### src/hw/rtl/saeu_pkg.sv
// shared constants, types and fixed-point helpers for the surface anchoring energy unit
// no dependencies; imported by saeu_isqrt, saeu_div and surface_anchoring_energy_unit
package saeu_pkg;

  // vector components carry this many fraction bits
  localparam int FRAC   = 14;
  localparam int Q16_UP = 16 - FRAC;

  typedef logic signed [15:0] comp_t;

  // configuration register indexes
  localparam logic [2:0] CFG_W      = 3'd0;
  localparam logic [2:0] CFG_KIND   = 3'd1;
  localparam logic [2:0] CFG_LAMBDA = 3'd2;
  localparam logic [2:0] CFG_MU     = 3'd3;
  localparam logic [2:0] CFG_NU     = 3'd4;
  localparam logic [2:0] CFG_RHO    = 3'd5;
  localparam logic [2:0] CFG_SIGMA  = 3'd6;

  // neighbour kind codes
  localparam logic [1:0] KIND_PLAIN = 2'd1;
  localparam logic [1:0] KIND_X4    = 2'd2;
  localparam logic [1:0] KIND_X6    = 2'd3;

  localparam logic signed [63:0] Q16_ONE   = 64'sd65536;
  localparam logic signed [63:0] Q16_HALF  = 64'sd32768;
  localparam logic signed [31:0] Q16_NINTH = 32'sd7282;

  // square root pipeline
  localparam int SQ_OUT_W  = 18;
  localparam int SQ_IN_W   = 2 * SQ_OUT_W;
  localparam int SQ_REM_W  = SQ_OUT_W + 3;
  localparam int SQ_PER_ST = 3;
  localparam int SQ_STAGES = SQ_OUT_W / SQ_PER_ST;

  // divider pipeline
  localparam int DV_Q_W    = 16;
  localparam int DV_DEN_W  = 18;
  localparam int DV_NUM_W  = 33;
  localparam int DV_PER_ST = 4;
  localparam int DV_STAGES = DV_Q_W / DV_PER_ST;

  // accept to result strobe
  localparam int SAEU_LAT = 37;

  function automatic logic signed [31:0] sat32(input logic signed [63:0] x);
    if (x > 64'sd2147483647) begin
      return 32'sh7fffffff;
    end else if (x < -64'sd2147483648) begin
      return 32'sh80000000;
    end
    return 32'(x);
  endfunction

  // right shift rounding half away from zero
  function automatic logic signed [63:0] rshr(input logic signed [63:0] x,
                                              input int unsigned n);
    logic [63:0] mag;
    logic [63:0] half;
    logic [63:0] r;
    half = 64'd1 << (n - 1);
    mag  = x[63] ? 64'(-x) : 64'(x);
    r    = (mag + half) >> n;
    return x[63] ? -$signed(r) : $signed(r);
  endfunction

  function automatic logic signed [31:0] mulq(input logic signed [31:0] a,
                                              input logic signed [31:0] b);
    return sat32(rshr(64'(a) * 64'(b), 16));
  endfunction

  function automatic logic signed [31:0] addq(input logic signed [31:0] a,
                                              input logic signed [31:0] b);
    return sat32(64'(a) + 64'(b));
  endfunction

endpackage

### src/hw/rtl/saeu_isqrt.sv
// pipelined floor square root, a few result bits per stage
// depends on saeu_pkg
module saeu_isqrt import saeu_pkg::*; (
  input  logic                clk,
  input  logic [SQ_IN_W-1:0]  radicand,
  output logic [SQ_OUT_W-1:0] root
);

  logic [SQ_IN_W-1:0]  rad_q  [1:SQ_STAGES-1];
  logic [SQ_REM_W-1:0] rem_q  [1:SQ_STAGES-1];
  logic [SQ_OUT_W-1:0] root_q [1:SQ_STAGES];

  for (genvar st = 0; st < SQ_STAGES; st++) begin : g_st
    logic [SQ_IN_W-1:0]  rad_in, rad_c;
    logic [SQ_REM_W-1:0] rem_in, rem_c, trial;
    logic [SQ_OUT_W-1:0] root_in, root_c;

    if (st == 0) begin : g_head
      assign rad_in  = radicand;
      assign rem_in  = '0;
      assign root_in = '0;
    end else begin : g_body
      assign rad_in  = rad_q[st];
      assign rem_in  = rem_q[st];
      assign root_in = root_q[st];
    end

    always_comb begin
      rad_c  = rad_in;
      rem_c  = rem_in;
      root_c = root_in;
      trial  = '0;
      for (int j = 0; j < SQ_PER_ST; j++) begin
        rem_c = {rem_c[SQ_REM_W-3:0], rad_c[SQ_IN_W-1 -: 2]};
        trial = SQ_REM_W'({root_c, 2'b01});
        if (rem_c >= trial) begin
          rem_c  = rem_c - trial;
          root_c = {root_c[SQ_OUT_W-2:0], 1'b1};
        end else begin
          root_c = {root_c[SQ_OUT_W-2:0], 1'b0};
        end
        rad_c = rad_c << 2;
      end
    end

    if (st < SQ_STAGES - 1) begin : g_carry
      always_ff @(posedge clk) begin
        rad_q[st+1] <= rad_c;
        rem_q[st+1] <= rem_c;
      end
    end

    always_ff @(posedge clk) begin
      root_q[st+1] <= root_c;
    end
  end

  assign root = root_q[SQ_STAGES];

endmodule

### config.mk
export PLATFORM = sky130hd
export DESIGN_NAME = saeu_isqrt
export DESIGN_NICKNAME = d
export VERILOG_FILES = /design/src/hw/rtl/saeu_pkg.sv /design/src/hw/rtl/saeu_isqrt.sv
export SDC_FILE = /design/constraint.sdc
export NUM_CORES = 1
export LEC_CHECK = 0
export BUFFER_PORTS_ARGS = -buffer_cell sky130_fd_sc_hd__buf_2
export CORE_ASPECT_RATIO = 1.25
export CORE_UTILIZATION = 50
export DETAILED_ROUTE_END_ITERATION = 10
export GPL_TIMING_DRIVEN = 0
export MAX_ROUTING_LAYER = met4
export PLACE_DENSITY = 0.76
export SKIP_CTS_REPAIR_TIMING = 1
export SLEW_MARGIN = 20
export SYNTH_ARGS = -nofsm -noshare
export SYNTH_HDL_FRONTEND = slang
export SYNTH_SLANG_ARGS = --single-unit
### constraint.sdc
create_clock -name clk -period 8.1 [get_ports clk]
set_input_delay 0.405 -clock clk [delete_from_list [all_inputs] [get_ports clk]]
set_output_delay 0.405 -clock clk [all_outputs]
set_load 0.03 [all_outputs]
* Word level (Yosys, flattened, before mapping)
Memories as Yosys holds them, arrays and structs flattened.
Cells that the tools add are included.
** Word-level totals
- Flip-flop bits (word level) :: 0
- Latch bits :: 0
- Memory bits (writable) :: 363
- ROM bits :: 0
- Bits of input ports :: 37
- Output and inout bits :: 18
- Memories kept :: 3
** Cells by class
- Add/sub/neg operators :: 17
- Multipliers :: 0
- Div/mod/pow operators :: 0
- Magnitude comparators :: 18
- Eq/ne operators :: 0
- Shift-type cells :: 0
- Muxes and demuxes :: 35
- Bitwise operators :: 0
- Reductions and logical operators :: 0
** Memory list
- rad_q :: depth 5, bits a word 30, rd ports 5, clocked after memory_dff 0, wr ports 5, RTL line saeu_isqrt.sv:9 : logic [SQ_IN_W-1:0] rad_q [1:SQ_STAGES-1];
- root_q :: depth 6, bits a word 18, rd ports 6, clocked after memory_dff 0, wr ports 6, RTL line saeu_isqrt.sv:11 : logic [SQ_OUT_W-1:0] root_q [1:SQ_STAGES];
- rem_q :: depth 5, bits a word 21, rd ports 5, clocked after memory_dff 0, wr ports 5, RTL line saeu_isqrt.sv:10 : logic [SQ_REM_W-1:0] rem_q [1:SQ_STAGES-1];
** Operators by type and width (number)
- $ge A21 B20 Y1 :: 15
- $mux W19 :: 12
- $sub A19 B19 Y19 :: 10
- $mux W21 :: 5
- $sub A21 B20 Y21 :: 4
- $ge A21 B3 Y1 :: 1
- $ge A21 B4 Y1 :: 1
- $sub A21 B4 Y21 :: 1
- $sub A19 B3 Y19 :: 1
- $mux W1 :: 18
- $sub A2 B1 Y3 const B :: 1
- $ge A2 B1 Y1 const B :: 1

* Depth between registers and ports, before layout
Gate-level depths: netlist of run 1.
An unclocked memory read counts as a cell.
- Depth after elaboration :: 7
- Mapped depth :: 40
- Gate-level depth less buffers :: 36

* Worst setup path after synthesis of run 1
No wires, ideal clock.
- Path type :: flip-flop to flip-flop
- Start point :: register, netlist name root_q[0][73]
- End point :: register, netlist name rem_q[0][119]
- Setup time :: 121 ps
- Data arrival time :: 7391 ps
- Data required time :: 7979 ps
- Setup slack :: 588 ps
- Stages on the path, launching flop included :: 40
- Cell sequence :: dfxtp_1 > inv_1 > ha_1 > o211ai_1 > a21oi_1 > o31ai_1 > a2111oi_2 > or2_2 > clkbuf_1 > clkbuf_1 > nor2_1 > nor2_1 > ha_1 > clkbuf_1 > a21o_1 > a21oi_1 > o21bai_1 > a2111oi_0 > [... 4 more ...] > buf_2 > buf_1 > nor2_1 > a21oi_1 > ha_1 > clkbuf_1 > a21o_1 > a21oi_1 > nor2_1 > nor2_1 > o21ai_0 > a21o_1 > a21oi_1 > o22ai_1 > a31oi_1 > nand4b_2 > buf_2 > mux2_2

==> results.yml, run 1 <==
logic_synthesis:
  synth_most_common_cell: "dfxtp_1"
  ys_seq_area_frac: 0.268
  syn_inst: 2299
  synth_top_area_frac: 0.268
  syn_area_mm2: 0.0185
  ys_ff_latch: 248
  yosys_warnings: 0
  syn_avg_cell_area_um2: 8.06
  yosys.area.top_type: "dfxtp_1"
  synth.area.top_cells: "dfxtp_1 27%, ha_1 13%, xnor2_1 5.9%, a21oi_1 5.4%, nor2_1 4.2%"
  synth_edf_count: 0
  synthArstFlopShare: 0
  ys_types: 109
  synth_commonest_cells: "248 x dfxtp_1, 207 x nor2_1, 201 x a21oi_1"
  ys.flop_type: "dfxtp_1"
power:
  totalPowerFinal_mw: 6.10
  peakVddDrop_uv: 180
  powerDensity_mw_per_mm2: 289
  p_leak_nw: 9.56
place:
  port_buffers: 53
  gp_congestion: 0.982
  hpwl_mm: 41.3
  placedInstanceArea_mm2: 0.0194
  place_inst: 2834
  dp_worst_setup_slack_ns: -1.50
global_routing:
  grt_overflow: 0
  antenna_found_initial: 0
  grt_pass1_wl_mm: 83.1
  grt_max_degree: 18
  grt_pass1_vias: 16900
  grt_usage: 0.276
detailed_routing:
  drc: 0
  ant_nets: 0
  via_per_inst: 5.99
  wirelength_mm: 52.6
  vias: 17600
  routedWlPerCell_um: 17.9
  first_iter_violations: 1145
  dr.pass1.iters: 6
timing:
  post-route-min-period_ns: 7.84
  fmax_mhz: 127
  setup_ws_ns: 0.256
  skew_ns: 0.0134
  hold_viol_final: 0
  finalCritPeriodShare: 0.968
  setup_viol: 0
  tightest_slew_ns: 0.817
  fin_tns_setup_ns: 0
  slew_headroom: 0.447
  finalMaxSlewViolations: 0
clock_network:
  clock_latency_ns: 0.57
  tritoncts: "built"
  clockBufferDepth: 3
  cts.sinks: 248
  cts_root_buffer: "clkbuf_16"
  htree_levels: 1
  path_clk_slew_ns: 0.07
  cts_buffers: 27
min_path:
  hold_path_depth: 2
  hold_class: "in -> reg"
  worstHoldEndpoint: "root_q[0][20]$_DFF_P_"
  hp-start: "radicand[35]"
critical_path:
  end_kind: "flop"
  cp_slowest_stage_delay_ns: 0.46
  critical_path.slowest_cell: "a2111oi_4"
  critPathMaxFanout: 10
  start_kind: "flop"
  r2r_cells: 37
  critPathLaunch: "root_q[0][73]$_DFF_P_"
  reg2reg_to: "rem_q[0][120]$_DFF_P_"
  critPathRequiredTime_ns: 8.54
  cp.arrival_ns: 8.29
  worst-r2r-setup-slack_ns: 0.26
  worstSetupPathType: "reg -> reg"
  r2r-start: "root_q[0][73]$_DFF_P_"
finish:
  final_cell_area_mm2: 0.0211
  num-nets-final: 2656
  n_antenna_cell: 0
  final_cell_count_no_fill: 2932
  drive_above_1_share: 0.122
  syn_to_final_growth_pct: 13.9
die:
  die_area_mm2: 0.0378
  coreArea_mm2: 0.0364
  dieHeight_um: 217
  dieWidth_um: 174
  io_pins: 55
  start_util: 0.509
  rows: 78
run_status:
  outcome: "finished clean"
job:
  cap_violations: 0
## metrics by stage
stage               hold WS [ns]   util
floorplan                  0.310      -
global placement           0.310  0.533
detailed placement         0.312  0.533
CTS                      -0.0917  0.560
global route               0.119  0.580
finish                     0.115  0.580
## layer usage
metal,wire (um),global-route usage
met5,0,-
met4,2620,0.146
met3,2000,0.0234
met2,27200,0.507
met1,20800,0.293
## flip-flops by register name, summed over array words and instances, names as in the netlist
register and cells:
rem_q 95, rad_q 90, root_q 63
## placed cells by master (no fill, tap or decap), drive strengths merged, types with 23 or more instances in the layout
master,Yosys,routed
xnor2,125,125
nand3,59,59
and3,28,28
xor2,67,67
nand2,173,173
nand2b,23,23
mux2,29,29
a21o,61,61
dfxtp,248,248
inv,140,145
dlygate4sd3,0,30
clkbuf,33,61
a31oi,29,29
a21oi,201,201
nor2,209,209
buf,27,99
nand4,30,30
ha,188,188
o21a,28,28
nor3,72,72
o21ai,138,138
a211oi,27,27
## cell type report
class                   count  area (um2)
inverters                 142         539
well taps                 480         601
repair buffers            106         738
fillers                  3304       15300
clock buffers              29         703
plain buffers              55         299
clock inverters            21         254
flip-flops and latches    248        4960
multi-input cells        1851       13000
## power breakdown
part / total, mW / internal (mW) / leakage, nW / switching, mW
clock: 1.29 / 0.745 / 0.462 / 0.547
sequential: 1.65 / 1.44 / 2.07 / 0.202
combinational: 3.16 / 1.26 / 7.02 / 1.90
## worst max path at each step
stage,endpoint,cells past startpoint
after floorplan,rem_q[0][119]$_DFF_P_,39
after detailed placement,rem_q[0][120]$_DFF_P_,38
after global placement,rem_q[0][120]$_DFF_P_,38
after CTS,rem_q[0][120]$_DFF_P_,38
after global routing,rem_q[0][66]$_DFF_P_,36
final,rem_q[0][120]$_DFF_P_,37
## cell families after synthesis
group                    Yosys count  share of synthesized area
AO/OA/AOI/OAI                    666                      0.236
XOR/XNOR                         192                     0.0907
adder cells (fa/ha/maj)          188                      0.127
buffers and inverters            202                     0.0433
flip-flops                       248                      0.268
multiplexers                      43                     0.0254
other                              1                   0.000202
AND/OR/NAND/NOR                  759                      0.210
## worst max-delay path: cells and delay by family (launching register included)
family	cells	cell delay [ns]
simple gates	9	1.28
flops	1	0.39
mux	1	0.29
buf+inv	6	1.17
fa+ha+maj	3	1.02
compound gates	18	3.53
Note: power is estimated with default switching activity, not from simulation.
==> run 2: changes to the inputs <==
Settings changed: PLACE_DENSITY 0.76 to 0.79.
Clock period 8.1 ns to 6.35 ns, I/O delays scaled along.
==> results.yml, run 2 (synthesis results as in run 1) <==
run_status:
  outcome: "finished, violations left"
  violations: "negative setup slack"
timing:
  rsz0062_at_grt: "true"
  setup_viol: 41
  fin_tns_setup_ns: -25.92
  hold_ws_ns: 0.0565
  slew_headroom: 0.478
  finalMaxSlewViolations: 0
  post-route-min-period_ns: 7.23
  skew_ns: 0.0206
  finalCritPeriodShare: 1.14
  fmax_mhz: 138
  hold_viol_final: 0
  setup_ws_ns: -0.879
  tightest_slew_ns: 0.771
clock_network:
  cts_buffers: 26
  path_clk_slew_ns: 0.06
  clock_latency_ns: 0.56
  tritoncts: "built"
  cts_root_buffer: "clkbuf_16"
  clockBufferDepth: 3
  htree_levels: 1
  cts.sinks: 248
critical_path:
  r2r-start: "root_q[0][75]$_DFF_P_"
  cp.arrival_ns: 7.66
  cp_slowest_stage_delay_ns: 0.52
  critPathRequiredTime_ns: 6.78
  end_kind: "flop"
  critical_path.slowest_cell: "a2111oi_4"
  reg2reg_to: "rem_q[0][119]$_DFF_P_"
  worst_path_most_repeated_cell: "buf_8"
  worst-r2r-setup-slack_ns: -0.88
  worstSetupPathType: "reg -> reg"
  r2r_cells: 37
  start_kind: "flop"
  critPathMaxFanout: 8
min_path:
  worstHoldEndpoint: "root_q[0][20]$_DFF_P_"
  hold_path_depth: 2
  hp-start: "radicand[35]"
  hold_class: "in -> reg"
finish:
  seq_area_mm2: 0.00503
  n_antenna_cell: 0
  mostFrequentLayoutCells: "219 x dfxtp_1, 176 x nor2_1, 168 x buf_4"
  final_cell_count_no_fill: 3077
  drive_above_1_share: 0.266
  fillers: 2875
  num-nets-final: 2802
  final_common_cell: "dfxtp_1"
  largest_reg_flops: 95
  multiInputGateArea_mm2: 0.0145
  top_register: "rem_q"
  largestRegisters: "rem_q x95, rad_q x90, root_q x63"
  syn_to_final_growth_pct: 30.5
detailed_routing:
  drc: 0
  dr.pass1.iters: 5
  via_per_inst: 6.02
  routedWlPerCell_um: 19.0
  vias: 18500
  wirelength_mm: 58.3
  ant_nets: 0
  first_iter_violations: 1356
place:
  place_inst: 2834
  gp_congestion: 0.983
  dp_worst_setup_slack_ns: -1.57
  port_buffers: 53
  hpwl_mm: 41.8
power:
  p_leak_nw: 10.5
  peakVddDrop_uv: 219
  totalPowerFinal_mw: 8.61
  powerDensity_mw_per_mm2: 356
die:
  dieWidth_um: 174
  rows: 78
  die_area_mm2: 0.0378
  coreArea_mm2: 0.0364
  dieHeight_um: 217
  io_pins: 55
  start_util: 0.509
global_routing:
  grt_pass1_wl_mm: 84.3
  antenna_found_initial: 0
  grt_usage: 0.281
  grt_overflow: 0
  grt_max_degree: 16
  grt_pass1_vias: 16800
job:
  cap_violations: 0
## run 2: cell type report
cell class	instances	share of cell area
clock buffer	35	0.0312
clock inverter	13	0.0108
multi-input combinational	1851	0.599
buffer	52	0.0197
inverter	142	0.0263
timing repair buffer	256	0.0808
tap	480	0.0248
sequential	248	0.208
## run 2: through the flow
stage	util	instance area [um2]
6_report	0.665	24200
5_1_grt	0.665	24200
4_1_cts	0.574	20900
3_5_place_dp	0.546	19900
3_3_place_gp	0.546	19900
2_1_floorplan	-	19000
## run 2: how the worst max path moves through the flow
stage / endpoint / startpoint / cells after the start / slack, ns
floorplan: rem_q[0][120]$_DFF_P_ / root_q[0][73]$_DFF_P_ / 39 / -0.17
global placement: root_q[0][108]$_DFF_P_ / root_q[0][94]$_DFF_P_ / 32 / -1.93
detailed placement: rem_q[0][119]$_DFF_P_ / root_q[0][74]$_DFF_P_ / 35 / -1.57
CTS: rem_q[0][119]$_DFF_P_ / root_q[0][74]$_DFF_P_ / 35 / -1.62
global route: rem_q[0][119]$_DFF_P_ / root_q[0][75]$_DFF_P_ / 37 / -1.20
finish: rem_q[0][119]$_DFF_P_ / root_q[0][75]$_DFF_P_ / 37 / -0.88
## run 2: where the power goes
group	internal, mW	switching, mW	total (mW)
sequential	1.84	0.287	2.13
clock	1.12	0.650	1.77
combinational	2.03	2.68	4.71
## run 2: critical path: cells and delay by family, from the launching register on
kind / cells / cell delay (ns)
compound gates: 17 / 3.36
fa+ha+maj: 3 / 0.75
buf+inv: 7 / 0.91
flops: 1 / 0.38
mux: 1 / 0.31
simple gates: 9 / 1.39
## run 2: per-layer routing
metal | vias up | track usage | wire length [um]
met2 | 671 | 0.521 | 30500
met1 | 8745 | 0.298 | 22100
li1 | 8913 | - | -
met3 | 189 | 0.0273 | 2710
met4 | 0 | 0.130 | 2980
met5 | - | - | 0
==> run 3: changes to the inputs <==
Settings changed: PLACE_DENSITY 0.79 to 0.76.
Clock period 6.35 ns to 7.78 ns, I/O delays scaled along.
==> results.yml, run 3 (synthesis results as in run 1) <==
critical_path:
  critPathMaxFanout: 10
  worst-r2r-setup-slack_ns: 0.24
  critical_path.slowest_cell: "a2111oi_4"
  crit_end: "rem_q[0][120]$_DFF_P_"
  cp.arrival_ns: 7.99
  r2r_cells: 37
  critPathRequiredTime_ns: 8.23
  critPathLaunch: "root_q[0][73]$_DFF_P_"
  worstSetupPathType: "reg -> reg"
  end_kind: "flop"
  r2r-start: "root_q[0][73]$_DFF_P_"
  cp_slowest_stage_delay_ns: 0.47
  start_kind: "flop"
  reg2reg_to: "rem_q[0][120]$_DFF_P_"
clock_network:
  cts_root_buffer: "clkbuf_16"
  htree_levels: 1
  clock_latency_ns: 0.57
  path_clk_slew_ns: 0.07
  tritoncts: "built"
  clockBufferDepth: 3
  cts_buffers: 27
  cts.sinks: 248
timing:
  finalMaxSlewViolations: 0
  fin_tns_setup_ns: 0
  hold_viol_final: 0
  setup_viol: 0
  skew_ns: 0.0104
  fmax_mhz: 133
  slew_headroom: 0.419
  finalCritPeriodShare: 0.969
  tightest_slew_ns: 0.850
  post-route-min-period_ns: 7.54
finish:
  final_cell_count_no_fill: 2947
  top_register: "rem_q"
  syn_to_final_growth_pct: 15.9
  final_common_cell: "dfxtp_1"
  num-nets-final: 2671
  mostFrequentLayoutCells: "248 x dfxtp_1, 200 x nor2_1, 188 x a21oi_1"
  largest_reg_flops: 95
  final_cell_area_mm2: 0.0215
  drive_above_1_share: 0.141
  n_antenna_cell: 0
  largestRegisters: "rem_q x95, rad_q x90, root_q x63"
power:
  p_clk_frac: 0.209
  peakVddDrop_uv: 188
  powerDensity_mw_per_mm2: 300
  power.internal_mw: 3.65
  p_leak_nw: 9.63
  seqPwrFrac: 0.267
  power_switching_mw: 2.79
  combPwrFrac: 0.524
  swShare: 0.433
detailed_routing:
  routedWlPerCell_um: 18.0
  drc: 0
  vias: 17700
  ant_nets: 0
  wirelength_mm: 52.9
  first_iter_violations: 1200
  via_per_inst: 6.00
  dr.pass1.iters: 5
global_routing:
  grt_overflow: 0
  antenna_found_initial: 0
  grt_max_degree: 18
  grt_pass1_wl_mm: 83.1
  grt_usage: 0.276
  grt_pass1_vias: 16900
die:
  dieWidth_um: 174
  die_area_mm2: 0.0378
  rows: 78
  coreArea_mm2: 0.0364
  dieHeight_um: 217
  start_util: 0.509
  io_pins: 55
place:
  gp_congestion: 0.982
  hpwl_mm: 41.3
  port_buffers: 53
  placedInstanceArea_mm2: 0.0194
  place_inst: 2834
job:
  cap_violations: 0
run_status:
  outcome: "finished clean"
min_path:
  hold_class: "in -> reg"
run 3: power groups by stage:
| stage | registers, mW | clock network (mW) | logic [mW] |
|---|---|---|---|
| 6_report | 1.72 | 1.35 | 3.38 |
| 5_1_grt | 1.74 | 1.43 | 3.69 |
| 3_5_place_dp | 1.73 | 0 | 3.13 |
| 3_3_place_gp | 1.72 | 0 | 3.06 |
| 2_1_floorplan | 1.67 | 0 | 2.41 |
| 4_1_cts | 1.70 | 1.37 | 3.15 |
run 3: worst min-delay path by stage:
stage                             to  slack, ns                   from  depth (start not counted)
4_1_cts         rad_q[0][43]$_DFF_P_      -0.11           radicand[13]                          1
3_5_place_dp   rad_q[0][117]$_DFF_P_       0.31   rad_q[0][81]$_DFF_P_                          0
2_1_floorplan  rad_q[0][102]$_DFF_P_       0.31   rad_q[0][66]$_DFF_P_                          0
3_3_place_gp   rad_q[0][143]$_DFF_P_       0.31  rad_q[0][107]$_DFF_P_                          0
6_report       root_q[0][20]$_DFF_P_        0.1           radicand[35]                          2
5_1_grt        root_q[0][20]$_DFF_P_       0.10           radicand[35]                          2
run 3: critical path: cells and delay by family, from the launching register on:
family	cells	cell delay, ns
multiplexers	1	0.29
flip-flops	1	0.40
buffers and inverters	6	1.10
AND/OR/NAND/NOR	9	1.27
adder cells (fa/ha/maj)	3	0.83
AO/OA/AOI/OAI	18	3.47
run 3: cell type report:
cell class | count | area (um2)
buffer | 54 | 307
clock buffer | 29 | 703
clock inverter | 21 | 254
fill | 3251 | 14900
inverter | 142 | 546
multi-input combinational | 1851 | 13200
sequential | 248 | 4960
tap | 480 | 601
timing repair buffer | 122 | 858
run 3: layer usage:
layer  wire length (um)  track usage  part of all wire
met3               2130       0.0234             0.040
met1              20700        0.293              0.39
met2              27300        0.507              0.52
met4               2730        0.146             0.052
met5                  0            -                 0
run 3: through the flow:
stage               worst slack (ns)  total power [mW]  hold slack (ns)  utilization
floorplan                      0.268              4.07            0.310            -
global placement               -1.70              4.78            0.310        0.533
detailed placement             -1.82              4.85            0.312        0.533
CTS                            -1.88              6.22           -0.108        0.560
global route                  -0.151              6.86            0.103        0.590
finish                         0.243              6.44           0.0958        0.590
