### src/hw/rtl/saeu_pkg.sv
// shared constants, types and fixed-point helpers for the surface anchoring energy unit
// no dependencies; imported by saeu_isqrt, saeu_div and surface_anchoring_energy_unit
package saeu_pkg;

  // vector components carry this many fraction bits
  localparam int FRAC   = 14;
  localparam int Q16_UP = 16 - FRAC;

  typedef logic signed [15:0] comp_t;

  // configuration register indexes
  localparam logic [2:0] CFG_W      = 3'd0;
  localparam logic [2:0] CFG_KIND   = 3'd1;
  localparam logic [2:0] CFG_LAMBDA = 3'd2;
  localparam logic [2:0] CFG_MU     = 3'd3;
  localparam logic [2:0] CFG_NU     = 3'd4;
  localparam logic [2:0] CFG_RHO    = 3'd5;
  localparam logic [2:0] CFG_SIGMA  = 3'd6;

  // neighbour kind codes
  localparam logic [1:0] KIND_PLAIN = 2'd1;
  localparam logic [1:0] KIND_X4    = 2'd2;
  localparam logic [1:0] KIND_X6    = 2'd3;

  localparam logic signed [63:0] Q16_ONE   = 64'sd65536;
  localparam logic signed [63:0] Q16_HALF  = 64'sd32768;
  localparam logic signed [31:0] Q16_NINTH = 32'sd7282;

  // square root pipeline
  localparam int SQ_OUT_W  = 18;
  localparam int SQ_IN_W   = 2 * SQ_OUT_W;
  localparam int SQ_REM_W  = SQ_OUT_W + 3;
  localparam int SQ_PER_ST = 3;
  localparam int SQ_STAGES = SQ_OUT_W / SQ_PER_ST;

  // divider pipeline
  localparam int DV_Q_W    = 16;
  localparam int DV_DEN_W  = 18;
  localparam int DV_NUM_W  = 33;
  localparam int DV_PER_ST = 4;
  localparam int DV_STAGES = DV_Q_W / DV_PER_ST;

  // accept to result strobe
  localparam int SAEU_LAT = 37;

  function automatic logic signed [31:0] sat32(input logic signed [63:0] x);
    if (x > 64'sd2147483647) begin
      return 32'sh7fffffff;
    end else if (x < -64'sd2147483648) begin
      return 32'sh80000000;
    end
    return 32'(x);
  endfunction

  // right shift rounding half away from zero
  function automatic logic signed [63:0] rshr(input logic signed [63:0] x,
                                              input int unsigned n);
    logic [63:0] mag;
    logic [63:0] half;
    logic [63:0] r;
    half = 64'd1 << (n - 1);
    mag  = x[63] ? 64'(-x) : 64'(x);
    r    = (mag + half) >> n;
    return x[63] ? -$signed(r) : $signed(r);
  endfunction

  function automatic logic signed [31:0] mulq(input logic signed [31:0] a,
                                              input logic signed [31:0] b);
    return sat32(rshr(64'(a) * 64'(b), 16));
  endfunction

  function automatic logic signed [31:0] addq(input logic signed [31:0] a,
                                              input logic signed [31:0] b);
    return sat32(64'(a) + 64'(b));
  endfunction

endpackage

### src/hw/rtl/saeu_div.sv
// pipelined restoring divider, unsigned, a few quotient bits per stage
// depends on saeu_pkg
module saeu_div import saeu_pkg::*; (
  input  logic                clk,
  input  logic [DV_NUM_W-1:0] num,
  input  logic [DV_DEN_W-1:0] den,
  output logic [DV_Q_W-1:0]   quot
);

  logic [DV_DEN_W-1:0] rem_q [1:DV_STAGES-1];
  logic [DV_Q_W-1:0]   low_q [1:DV_STAGES-1];
  logic [DV_DEN_W-1:0] den_q [1:DV_STAGES-1];
  logic [DV_Q_W-1:0]   q_q   [1:DV_STAGES];

  for (genvar st = 0; st < DV_STAGES; st++) begin : g_st
    logic [DV_DEN_W-1:0] rem_in, rem_c, den_in;
    logic [DV_Q_W-1:0]   low_in, low_c, q_in, q_c;
    logic [DV_DEN_W:0]   part;
    logic                ge;

    if (st == 0) begin : g_head
      // quotient fits, so the upper numerator bits sit below the divisor
      assign rem_in = DV_DEN_W'(num[DV_NUM_W-1:DV_Q_W]);
      assign low_in = num[DV_Q_W-1:0];
      assign den_in = den;
      assign q_in   = '0;
    end else begin : g_body
      assign rem_in = rem_q[st];
      assign low_in = low_q[st];
      assign den_in = den_q[st];
      assign q_in   = q_q[st];
    end

    always_comb begin
      rem_c = rem_in;
      low_c = low_in;
      q_c   = q_in;
      part  = '0;
      ge    = 1'b0;
      for (int j = 0; j < DV_PER_ST; j++) begin
        part  = {rem_c, low_c[DV_Q_W-1]};
        ge    = (part >= {1'b0, den_in});
        rem_c = ge ? DV_DEN_W'(part - {1'b0, den_in}) : part[DV_DEN_W-1:0];
        q_c   = {q_c[DV_Q_W-2:0], ge};
        low_c = low_c << 1;
      end
    end

    if (st < DV_STAGES - 1) begin : g_carry
      always_ff @(posedge clk) begin
        rem_q[st+1] <= rem_c;
        low_q[st+1] <= low_c;
        den_q[st+1] <= den_in;
      end
    end

    always_ff @(posedge clk) begin
      q_q[st+1] <= q_c;
    end
  end

  assign quot = q_q[DV_STAGES];

endmodule
### config.mk
export PLATFORM = sky130hd
export DESIGN_NAME = saeu_div
export DESIGN_NICKNAME = d
export VERILOG_FILES = /design/src/hw/rtl/saeu_pkg.sv /design/src/hw/rtl/saeu_div.sv
export SDC_FILE = /design/constraint.sdc
export NUM_CORES = 1
export LEC_CHECK = 0
export BUFFER_PORTS_ARGS = -buffer_cell sky130_fd_sc_hd__buf_2
export CAP_MARGIN = 10
export CORE_MARGIN = 4
export CORE_UTILIZATION = 65
export DETAILED_ROUTE_END_ITERATION = 7
export PLACE_DENSITY = 0.83
export SLEW_MARGIN = 5
export SYNTH_ARGS = -nofsm -noshare
export SYNTH_HDL_FRONTEND = slang
export SYNTH_SLANG_ARGS = --single-unit
### constraint.sdc
create_clock -name clk -period 15.7 [get_ports clk]
set_input_delay 4.71 -clock clk [delete_from_list [all_inputs] [get_ports clk]]
set_output_delay 4.71 -clock clk [all_outputs]
set_load 0.01 [all_outputs]
======== Yosys cells after proc, flatten, opt, wreduce, memory -nomap -nowiden ========
Memory sizes are Yosys's and may differ from the RTL's.
Cells that the tools add are included.
cells by class
  add/subtract/negate cells ............... 15
  $lt $le $gt $ge ......................... 16
  multiplexer cells ....................... 15
operators with widths
  operator                                          count
  19-bit by 18-bit >= comparator with 1-bit output  15
  18-bit 2-to-1 mux                                 15
  18-bit subtractor                                 15
  18-bit >= comparator                              1
word-level totals
  flip-flop bits (word level) ............. 0
  RAM bits ................................ 208
  input bits .............................. 52
  output and inout bits ................... 16
  logic and storage cells ................. 50
  memories kept ........................... 4
memory list
  name   depth  bits a word  rd ports  clocked after Yosys merged registers in  wr ports  RTL line        source
  q_q    4      16           4         0                                        4         saeu_div.sv:13  logic [DV_Q_W-1:0] q_q [1:DV_STAGES];
  den_q  3      18           3         0                                        3         saeu_div.sv:12  logic [DV_DEN_W-1:0] den_q [1:DV_STAGES-1];
  rem_q  3      18           3         0                                        3         saeu_div.sv:10  logic [DV_DEN_W-1:0] rem_q [1:DV_STAGES-1];
  low_q  3      12           3         0                                        3         saeu_div.sv:11  logic [DV_Q_W-1:0] low_q [1:DV_STAGES-1];

======== Longest topological paths before layout ========
Gate-level depths: netlist (run 1).
An unclocked memory read counts as a cell.
  word-level depth ........................ 9
  mapped depth ............................ 52
  gate-level depth less buffers ........... 46

======== Worst setup path before layout (run 1) ========
No wires, ideal clock.
  path kind ............................... input port to flip-flop
  start ................................... in num[15]
  end ..................................... reg, netlist name rem_q[0][32]
  library setup time ...................... 0.122 ns
  data arrival time ....................... 14.065 ns
  data required time ...................... 15.578 ns
  setup slack ............................. 1.514 ns
  cell stages on the path ................. 48
  buffers on the path ..................... 6
  cell sequence ........................... inv_1 > ha_1 > inv_1 > fa_1 > a21o_1 > a21oi_1 > o21ai_0 > o2bb2ai_1 > nor2_1 > clkbuf_1 > inv_1 > clkbuf_1 > o21ai_0 > inv_1 > ha_1 > nor2b_1 > o21bai_1 > and3b_1 > [12 not listed] > or4_1 > nand2_1 > a31oi_1 > a21o_1 > buf_2 > buf_2 > mux2_2 > ha_1 > and4_1 > a221oi_1 > o21ai_0 > a211oi_1 > o21ai_0 > nor2_1 > o211ai_2 > a21boi_4 > buf_4 > a221o_1
RTL lines
  what         RTL line       source
  from (decl)  saeu_div.sv:5  input logic [DV_NUM_W-1:0] num,

==> metrics, run 1 <==
area delta synth->final=6.24%; result of the run=complete, no violations; maximum clock skew at final layout=between 0.015 and 0.02 ns; hold slack final=0.328 ns; most common flop cell mapped by yosys=sky130_fd_sc_hd__dfxtp_1; kind of start point of the critical path=input port; Setup violations, final=0; top cell type by total area after synthesis=sky130_fd_sc_hd__ha_1; hold violation total from the final report=0; DR pass1 iterations=6; number of sinks handled by clock tree synthesis=between 150 and 200; violation count after the first detailed-route iteration=roughly 1.7k; cell type group with the largest total delay on the critical path=compound AO/OA/AOI/OAI gates; CTS tree=built; critical path peak fanout=19; final WL=approximately 60000 µm; endpoint required time on the critical path=~16 ns; height of the chip=around 190 µm; count of antenna-violating nets left after detailed routing=0; setup total negative slack=0 ns; actual slew at the worst max-slew pin=~1.2 ns; Synth top area share=roughly 18%; worst setup path class=in -> reg; total via count after detailed routing=19.7k; number of synthesized register bits=172; die footprint=roughly 34000 µm²; sequential-to-total area share from yosys stat=between 15 and 20%; Ant. Diodes=0; number of antenna violations at the first check in global routing=0; Cell Area, Synth=roughly 20000 µm²; Tot GR Track Use=roughly a third; Warnings, synthesis=0; per-cell via count in the routed design=6.53; floorplan die width=approximately 190 µm; Hold WC Path Type=reg -> reg; Num CTS Buffers=17; critical path arrival=15.31 ns; buffer type at the clock tree root=sky130_fd_sc_hd__clkbuf_16; timing-limited maximum frequency=about 67 MHz; synth top area cells=sky130_fd_sc_hd__ha_1 18%, sky130_fd_sc_hd__dfxtp_1 17%, sky130_fd_sc_hd__xnor2_1 5.6%, sky130_fd_sc_hd__mux2_2 5.6%, sky130_fd_sc_hd__a21oi_1 4.9%; non-filler cells, final=between 3k and 4k; largest net degree at the start of global routing=47; Initial Util=66.3%; share of layout cells above drive strength 1=between 10% and 20%; final-report max-slew violation count=0; total of buffers placed on input and output ports=67; Netlist cell types=between 90 and 100; H-tree lvl count=4; weighted congestion reported at the end of routability-driven placement=1.00; post-route cell area=21700 µm²; Total Nets Final=2966; residual DRC count=0; Boundary Pins=68; syn_area_per_cell=7.95 µm²; global-route wire length before repair=~96000 µm; Post-synth EDFFs=0; vias in the first global route=18.9k; minimum clock period after layout=14.97 ns; capturing element type of the critical path=register; RSZ-0062 raised after global routing=false; total buffers and inverters traversed by the critical path=6; share of the clock period used by the worst path=between 90% and 100%; clock input transition at the sequential cells of the worst setup and hold paths=0.07 ns; Clock Path Buffers=2; dpl cell area=21100 µm²; area inside the core boundary=about 31000 µm²; synthesized netlist net count=about 3k; number of placed cells counting well taps=2988; post-DP HPWL=approximately 49000 µm; slowest cell delay on critical path=~0.62 ns; global route overflow=0; Post-synth ARST share=0%; instance count of the mapped netlist=2568; buffer count from post-CTS setup fixing=0; worst-case headroom to the max-slew limit=between 20% and 30%; cell type of the slowest stage on the worst timing path=sky130_fd_sc_hd__or4_1; max-cap violation count=0; latest clock arrival within the worst-skew pair=between 0.4 and 0.5 ns; WL/cell=slightly above 20 µm; number of placement rows=64
## worst paths after layout
check,cells after the start,start,slack (ns),endpoint
max,41,den[0],0.73,rem_q[0][32]$_DFF_P_
min,0,q_q[0][37]$_DFF_P_,0.33,q_q[0][57]$_DFF_P_
max reg2reg,41,den_q[0][37]$_DFF_P_,2.56,rem_q[0][61]$_DFF_P_
min reg2reg,0,q_q[0][37]$_DFF_P_,0.33,q_q[0][57]$_DFF_P_
## layout make-up
type,count,area [µm²]
Clock inverter,15,171
Inverter,197,739
Clock buffer,17,425
Sequential cell,172,3440
Multi-Input combinational cell,2148,16000
Fill cell,2560,9130
Tap cell,396,495
Timing Repair Buffer,75,395
## metrics by stage
step / worst slack (ns) / util [%]
after CTS: 0.375 / 70.3
after floorplan: 1.51 / -
after global routing: 0.0413 / 70.4
after detailed placement: -0.0266 / 68.4
final: 0.725 / 70.4
after global placement: 0.484 / 68.4
## per-layer routing
metal	vias to the layer above	wire length (µm)	global-route usage, %
li1	9578	-	-
met1	9065	24600	41.4
met2	838	28700	59.6
met3	243	3640	3.87
met4	0	3950	20.8
met5	-	0	0
## worst reg2reg max path, delay by kind of cell, from the launching register on
| kind | cells | cell delay, ns |
|---|---|---|
| compound gates | 23 | 6.78 |
| simple gates | 8 | 1.60 |
| buf+inv | 4 | 1.20 |
| flops | 1 | 0.62 |
| mux | 2 | 1.31 |
| fa+ha+maj | 4 | 1.38 |
## flip-flops by register name (all words and copies together), names as in the netlist
| signal | flops |
|---|---|
| q_q | 40 |
| rem_q | 54 |
| den_q | 54 |
| low_q | 24 |
## cells in the final DEF, fill, tap and decap left out, types with 12 or more instances in the layout
master,instances
sky130_fd_sc_hd__a211oi_1,30
sky130_fd_sc_hd__a21boi_0,15
sky130_fd_sc_hd__a21o_1,91
sky130_fd_sc_hd__a21oi_1,198
sky130_fd_sc_hd__a221o_1,18
sky130_fd_sc_hd__a31o_2,13
sky130_fd_sc_hd__a31oi_1,21
sky130_fd_sc_hd__and3_1,22
sky130_fd_sc_hd__buf_2,67
sky130_fd_sc_hd__clkbuf_16,17
sky130_fd_sc_hd__dfxtp_1,172
sky130_fd_sc_hd__fa_1,15
sky130_fd_sc_hd__ha_1,288
sky130_fd_sc_hd__inv_1,192
sky130_fd_sc_hd__mux2_2,101
sky130_fd_sc_hd__mux2i_1,32
sky130_fd_sc_hd__nand2_1,194
sky130_fd_sc_hd__nand2b_1,42
sky130_fd_sc_hd__nand3_1,59
sky130_fd_sc_hd__nand4_1,35
sky130_fd_sc_hd__nor2_1,167
sky130_fd_sc_hd__nor2b_1,45
sky130_fd_sc_hd__nor3_1,45
sky130_fd_sc_hd__nor4_1,17
sky130_fd_sc_hd__o2111a_1,12
sky130_fd_sc_hd__o211ai_1,16
sky130_fd_sc_hd__o21a_1,44
sky130_fd_sc_hd__o21ai_0,183
sky130_fd_sc_hd__o21bai_1,23
sky130_fd_sc_hd__o221ai_1,19
sky130_fd_sc_hd__o31ai_1,24
sky130_fd_sc_hd__or2_2,12
sky130_fd_sc_hd__or3_1,16
sky130_fd_sc_hd__xnor2_1,130
sky130_fd_sc_hd__xor2_1,59
## cells in the mapped netlist, types with 15 or more instances
| library cell | count |
|---|---|
| sky130_fd_sc_hd__clkbuf_1 | 31 |
| sky130_fd_sc_hd__ha_1 | 288 |
| sky130_fd_sc_hd__a21boi_0 | 15 |
| sky130_fd_sc_hd__dfxtp_1 | 172 |
| sky130_fd_sc_hd__o21ai_0 | 184 |
| sky130_fd_sc_hd__nand3_1 | 59 |
| sky130_fd_sc_hd__nand2b_1 | 42 |
| sky130_fd_sc_hd__nor2b_1 | 45 |
| sky130_fd_sc_hd__o221ai_1 | 19 |
| sky130_fd_sc_hd__nor4_1 | 17 |
| sky130_fd_sc_hd__o211ai_1 | 16 |
| sky130_fd_sc_hd__mux2i_1 | 33 |
| sky130_fd_sc_hd__a21o_1 | 92 |
| sky130_fd_sc_hd__nand2_1 | 194 |
| sky130_fd_sc_hd__xnor2_1 | 130 |
| sky130_fd_sc_hd__o21bai_1 | 23 |
| sky130_fd_sc_hd__fa_1 | 15 |
| sky130_fd_sc_hd__and3_1 | 22 |
| sky130_fd_sc_hd__or3_1 | 16 |
| sky130_fd_sc_hd__a221o_1 | 18 |
| sky130_fd_sc_hd__o21a_1 | 44 |
| sky130_fd_sc_hd__a31oi_1 | 21 |
| sky130_fd_sc_hd__nor2_1 | 168 |
| sky130_fd_sc_hd__a211oi_1 | 30 |
| sky130_fd_sc_hd__o31ai_1 | 25 |
| sky130_fd_sc_hd__nor3_1 | 45 |
| sky130_fd_sc_hd__xor2_1 | 59 |
| sky130_fd_sc_hd__inv_1 | 192 |
| sky130_fd_sc_hd__nand4_1 | 35 |
| sky130_fd_sc_hd__mux2_2 | 101 |
| sky130_fd_sc_hd__a21oi_1 | 198 |
## logic make-up (layout without fill, tap and decap cells)
group           count (synthesis)  count (layout)  share of synthesized area (%)
mux                           140             140                           7.62
fa+ha+maj                     303             303                           19.1
buf+inv                       248             304                           4.78
compound gates                807             807                           26.4
flops                         172             172                           16.9
simple gates                  709             709                           17.1
xor+xnor                      189             189                           8.10
## repair_timing
action | in CTS | in global routing
hold buffers | 0 | 0
gates resized for setup | 0 | 7
setup endpoints to repair | 0 | 19
Power of run 1 is left out: the tool's default activity adds up to more than one toggle a clock period on the data nets, which glitch-free logic cannot reach.
==> run 2, diff against run 1 <==
CELL_PAD_IN_SITES_DETAIL_PLACEMENT = 0   (was default)
CELL_PAD_IN_SITES_GLOBAL_PLACEMENT = 1   (was default)
CORE_UTILIZATION = 49   (was 65)
PLACE_DENSITY = default   (was 0.83)
PLACE_DENSITY_LB_ADDON = 0.1   (was default)
==> run 2 against run 1 <==
  * Clock skew shrank 0.0031 ns
  * Highest routed layer unchanged
  * Critical path depth grew 2
  * Critical endpoint is now rem_q[0][33]$_DFF_P_
  * Critical path type unchanged
  * First-iteration DRC count shrank 24%
  * Non-clock buffer count grew 9
  * Core utilization shrank 17 points
  * Routed wire length grew 6.7%
  * Fmax grew 0.88%
  * Hold slack lost 0.0040 ns
  * Worst setup slack gained 0.13 ns
  * Final area grew 1.1%
  * Count of clock-buffer cells in the layout grew 1
  * Die area grew 31%
==> metrics, run 2 (synthesis results as in run 1) <==
endpoint required time on the critical path=16.05 ns (+0.02 ns); residual DRC count=0 (unchanged); weighted congestion reported at the end of routability-driven placement=0.939 (-6.3%); hold path endpoint=q_q[0][72]$_DFF_P_; DR pass1 iterations=6 (unchanged); hold buffer count at CTS=0 (unchanged); clock input transition at the sequential cells of the worst setup and hold paths=0.07 ns (about the same); per-cell via count in the routed design=6.08 (-6.9%); share of layout cells above drive strength 1=10.5% (+0.12 points); worst hold path depth=0 (unchanged); CTS tree=built; Total Nets Final=2975 (+0.30%); final WL=65000 µm (+6.7%); timing-limited maximum frequency=67.4 MHz (+0.88%); most used cells in the layout excluding fill and tap cells=288 x sky130_fd_sc_hd__ha_1, 198 x sky130_fd_sc_hd__a21oi_1, 194 x sky130_fd_sc_hd__nand2_1; die footprint=45000 µm² (+31%); H-tree lvl count=4 (unchanged); Setup violations, final=0 (unchanged); result of the run=complete, no violations; area inside the core boundary=41000 µm² (+33%); largest net degree at the start of global routing=47 (unchanged); latest clock arrival within the worst-skew pair=0.47 ns (about the same); final-report max-slew violation count=0 (unchanged); total of buffers placed on input and output ports=67 (unchanged); actual slew at the worst max-slew pin=1.15 ns (-0.00463 ns); worst-case headroom to the max-slew limit=23.1% (+1.5 points); number of antenna violations at the first check in global routing=2 (+2); WL/cell=20.5 µm (+1.8%); total via count after detailed routing=19.2k (-2.4%); largest registers=den_q: 54 flops, rem_q: 54 flops, q_q: 40 flops; area delta synth->final=7.44%; RSZ-0062 raised after global routing=false; Tot GR Track Use=28.5% (-6.1 points); Boundary Pins=68 (unchanged); hold_sp=q_q[0][52]$_DFF_P_; capturing element type of the critical path=register; max-cap violation count=0 (unchanged); count of antenna-violating nets left after detailed routing=0 (unchanged); number of placement rows=74 (+16%); cell type group with the largest total delay on the critical path=compound AO/OA/AOI/OAI gates; kind of start point of the critical path=input port; hold slack final=0.324 ns (-0.00404 ns); critical path arrival=15.20 ns (-0.11 ns); cell type of the slowest stage on the worst timing path=sky130_fd_sc_hd__or4_1; number of sinks handled by clock tree synthesis=172 (unchanged); Hold WC Path Type=reg -> reg; path length in cells of the critical path=43 (+4.9%); Worst R2R Start=den_q[0][37]$_DFF_P_; floorplan die width=212 µm (+15%); Clock Path Buffers=2 (unchanged); share of the core filled with cells=53.5% (-17 points); Num CTS Buffers=17 (unchanged); buffer type at the clock tree root=sky130_fd_sc_hd__clkbuf_16; worst setup path class=in -> reg; post-DP HPWL=53300 µm (+8.9%); most common cell after layout, fill and taps aside=sky130_fd_sc_hd__ha_1; # resized after CTS=0 (unchanged); global route overflow=0 (unchanged); buffer count from post-CTS setup fixing=0 (unchanged); violation count after the first detailed-route iteration=1257 (-24%); endpoint of the most critical register-to-register path=rem_q[0][60]$_DFF_P_; vias in the first global route=18.5k (-1.6%); Initial Util=49.8% (-16 points); share of the clock period used by the worst path=94.5% (-0.83 points); maximum clock skew at final layout=0.0131 ns (-0.00309 ns); height of the chip=212 µm (+15%); Ant. Diodes=0 (unchanged); setup total negative slack=0 ns (unchanged); total buffers and inverters traversed by the critical path=9 (+3); hold violation total from the final report=0 (unchanged); slowest cell delay on critical path=0.61 ns (about the same); global-route wire length before repair=101000 µm (+5.0%); critical path peak fanout=19 (unchanged); number of cell instances on the worst register-to-register path=42 (+2.4%); minimum clock period after layout=14.84 ns (-0.130 ns); R2R Setup Slk=3.34 ns (+0.78 ns)
-- run 2: how the worst max path moves through the flow --
| stage | start | end | slack, ns |
|---|---|---|---|
| finish | den[1] | rem_q[0][33]$_DFF_P_ | 0.86 |
| global route | den[1] | rem_q[0][30]$_DFF_P_ | 0.02 |
| CTS | den[1] | rem_q[0][33]$_DFF_P_ | 0.68 |
| detailed placement | den[1] | rem_q[0][34]$_DFF_P_ | 0.23 |
| global placement | den[1] | rem_q[0][32]$_DFF_P_ | 0.64 |
| floorplan | num[15] | rem_q[0][32]$_DFF_P_ | 1.51 |
-- run 2: metal layers --
layer	vias to the layer above	global-route usage, %	share of wire [%]	wire length, µm
met3	163	3.36	3.9	2540
met4	0	14.0	5.1	3310
met2	533	49.5	48	31000
met5	-	0	0	0
met1	8980	34.8	43	28200
li1	9573	-	-	-
-- run 2: area by class of cell --
type | count | area, µm²
Clock inverter | 14 | 196
Clock buffer | 18 | 429
Timing Repair Buffer | 84 | 463
Inverter | 197 | 739
Tap cell | 532 | 666
Multi-Input combinational cell | 2148 | 16000
Fill cell | 4029 | 19100
Sequential cell | 172 | 3440
-- run 2: metrics by stage --
step,instance area [µm²],setup slack (ns),std cells
2_1_floorplan,20400,1.51,2568
5_1_grt,21900,0.0228,3165
6_report,21900,0.856,3165
4_1_cts,21900,0.683,3165
3_3_place_gp,21300,0.638,3133
3_5_place_dp,21300,0.230,3133
-- run 2: worst register-to-register path, delay by kind of cell (launching register included) --
| family | cells | cell delay (ns) |
|---|---|---|
| flip-flops | 1 | 0.65 |
| multiplexers | 1 | 0.43 |
| AND/OR/NAND/NOR | 9 | 2.37 |
| AO/OA/AOI/OAI | 23 | 5.84 |
| buffers and inverters | 5 | 1.52 |
| adder cells (fa/ha/maj) | 4 | 1.40 |
Power of run 2 is left out for the same reason.
==> run 3, diff against run 2 <==
BUFFER_PORTS_ARGS = default   (was -buffer_cell sky130_fd_sc_hd__buf_2)
CORE_ASPECT_RATIO = 0.9   (was default)
CORE_UTILIZATION = 50   (was 49)
DONT_BUFFER_PORTS = 1   (was default)
==> run 3 against run 2 <==
  * Core utilization grew 0.43 points
  * Final area down 2.0%
  * Worst setup slack better by 0.15 ns
  * Sequential share of layout area up 0.32 points
  * Count of clock-buffer cells in the layout unchanged
  * Clock skew is essentially flat
  * Critical path depth is 1 lower
  * Via count fell by 0.60%
  * Critical endpoint is now rem_q[0][18]$_DFF_P_
==> metrics, run 3 (synthesis results as in run 1) <==
kind of start point of the critical path=input port; area delta synth->final=5.31%; Hold WC Path Type=reg -> reg; RSZ-0062 raised after global routing=false; area of the multi-input gates=16000 µm² (about the same); number of antenna violations at the first check in global routing=5 (+3); origin of the worst setup path=num[15]; actual slew at the worst max-slew pin=1.01 ns (-0.136 ns); Worst R2R Start=den_q[0][37]$_DFF_P_; critical path arrival=15.06 ns (-0.14 ns); met1 layer wirelength in the final routing=29100 µm (+3.3%); count of antenna-violating nets left after detailed routing=0 (unchanged); endpoint of the most critical register-to-register path=rem_q[0][66]$_DFF_P_; final WL=63700 µm (-2.1%); latest clock arrival within the worst-skew pair=0.45 ns (-0.02 ns); Tot GR Track Use=27.8% (-0.62 points); largest registers=den_q: 54 flops, rem_q: 54 flops, q_q: 40 flops; minimum clock period after layout=14.70 ns (-0.148 ns); endpoint required time on the critical path=16.06 ns (about the same); buffer count from post-CTS setup fixing=0 (unchanged); most used cells in the layout excluding fill and tap cells=288 x sky130_fd_sc_hd__ha_1, 198 x sky130_fd_sc_hd__a21oi_1, 194 x sky130_fd_sc_hd__nand2_1; number of cell instances on the worst register-to-register path=42 (unchanged); vias in the first global route=18.0k (-2.8%); residual DRC count=0 (unchanged); metal3 WL=3250 µm (+28%); final-layout fill cell count=3891 (-3.4%); die footprint=44200 µm² (-1.9%); area taken by flip-flops and latches=3440 µm² (unchanged); share of layout cells above drive strength 1=8.04% (-2.4 points); final-report max-slew violation count=0 (unchanged); global-route wire length before repair=98900 µm (-1.8%); number of placement rows=69 (-6.8%); worst setup path endpoint=rem_q[0][18]$_DFF_P_; Total Nets Final=2904 (-2.4%); maximum clock skew at final layout=0.0131 ns (-0.0000325 ns); number of sinks handled by clock tree synthesis=172 (unchanged); total via count after detailed routing=19.1k (-0.60%); H-tree lvl count=4 (unchanged); largest net degree at the start of global routing=47 (unchanged); clock input transition at the sequential cells of the worst setup and hold paths=0.07 ns (about the same); cell type of the slowest stage on the worst timing path=sky130_fd_sc_hd__or4_1; uppermost layer routed=met5; Ant. Diodes=0 (unchanged); buffer type at the clock tree root=sky130_fd_sc_hd__clkbuf_16; worst setup path class=in -> reg; Initial Util=51.2% (+1.4 points); Num CTS Buffers=17 (unchanged); share of the clock period used by the worst path=93.6% (-0.94 points); Boundary Pins=68 (unchanged); total of buffers placed on input and output ports=0 (-100%); post-DP HPWL=52200 µm (-2.0%); hold violation total from the final report=0 (unchanged); height of the chip=200 µm (-5.9%); max-cap violation count=0 (unchanged); CTS tree=built; per-cell via count in the routed design=6.18 (+1.7%); Clock Path Buffers=2 (unchanged); Setup violations, final=0 (unchanged); capturing element type of the critical path=register; hold buffer count at CTS=0 (unchanged); result of the run=complete, no violations; met2 wire length=29400 µm (-5.2%); global route overflow=0 (unchanged); most common cell after layout, fill and taps aside=sky130_fd_sc_hd__ha_1; weighted congestion reported at the end of routability-driven placement=0.971 (+3.3%); floorplan die width=221 µm (+4.2%); DR pass1 iterations=5 (-1); area inside the core boundary=39900 µm² (-2.8%); WL/cell=20.6 µm (+0.17%); worst hold path depth=0 (unchanged); timing-limited maximum frequency=68.0 MHz (+1.0%); worst-case headroom to the max-slew limit=31.6% (+8.5 points); slowest cell delay on critical path=0.62 ns (about the same); violation count after the first detailed-route iteration=1604 (+28%); setup total negative slack=0 ns (unchanged); R2R Setup Slk=3.02 ns (-0.32 ns); critical path peak fanout=19 (unchanged)
-- run 3: cell types whose count changed in the layout (fill, tap and decap cells not counted), moves of 2 or more --
cell / change
sky130_fd_sc_hd__buf_2: -67
sky130_fd_sc_hd__clkinv_2: +6
sky130_fd_sc_hd__inv_6: -2
sky130_fd_sc_hd__buf_4: -4
sky130_fd_sc_hd__bufinv_16: -2
sky130_fd_sc_hd__inv_8: -4
-- run 3: how the worst min path moves through the flow --
stage                    startpoint                    to  slack (ns)
6_report       low_q[0][12]$_DFF_P_  low_q[0][28]$_DFF_P_        0.32
3_5_place_dp   low_q[0][28]$_DFF_P_  low_q[0][44]$_DFF_P_        0.31
2_1_floorplan  low_q[0][12]$_DFF_P_  low_q[0][28]$_DFF_P_        0.31
5_1_grt          q_q[0][37]$_DFF_P_    q_q[0][57]$_DFF_P_        0.33
4_1_cts        low_q[0][12]$_DFF_P_  low_q[0][28]$_DFF_P_        0.33
3_3_place_gp     q_q[0][51]$_DFF_P_    q_q[0][71]$_DFF_P_        0.31
-- run 3: stage by stage --
| step | setup WS, ns | hold WS, ns | instance area, µm² | utilization, % | instances |
|---|---|---|---|---|---|
| 2_1_floorplan | 1.51 | 0.310 | 20400 | - | 2568 |
| 3_3_place_gp | 0.520 | 0.311 | 21000 | 52.5 | 3062 |
| 3_5_place_dp | 0.129 | 0.313 | 21000 | 52.5 | 3062 |
| 4_1_cts | 0.564 | 0.326 | 21500 | 53.9 | 3094 |
| 5_1_grt | 0.0539 | 0.330 | 21500 | 53.9 | 3094 |
| 6_report | 1.00 | 0.322 | 21500 | 53.9 | 3094 |
-- run 3: worst max-delay path, delay by kind of cell --
kind	cells	cell delay, ns
xor+xnor	1	0.15
mux	2	0.63
buf+inv	6	0.83
fa+ha+maj	5	1.52
simple gates	8	1.78
compound gates	20	5.39
-- run 3: area by class of cell --
| cell class | count | area share, % |
|---|---|---|
| Sequential cell | 172 | 16.0 |
| Multi-Input combinational cell | 2148 | 74.5 |
| Clock buffer | 18 | 2.00 |
| Clock inverter | 14 | 0.558 |
| Inverter | 197 | 3.44 |
| Tap cell | 532 | 3.09 |
| Timing Repair Buffer | 13 | 0.454 |
-- run 3: routing by layer --
metal,vias to the layer above,track usage [%]
met1,9022,36.3
met2,552,48.5
met5,-,0
li1,9436,-
met4,2,8.50
met3,122,3.70
-- run 3: timing repair --
action | CTS | global route
endpoints found under the setup margin | 0 | 19
endpoints found under the hold margin | 0 | 0
resized for setup | 0 | 3
Power of run 3 is left out for the same reason.
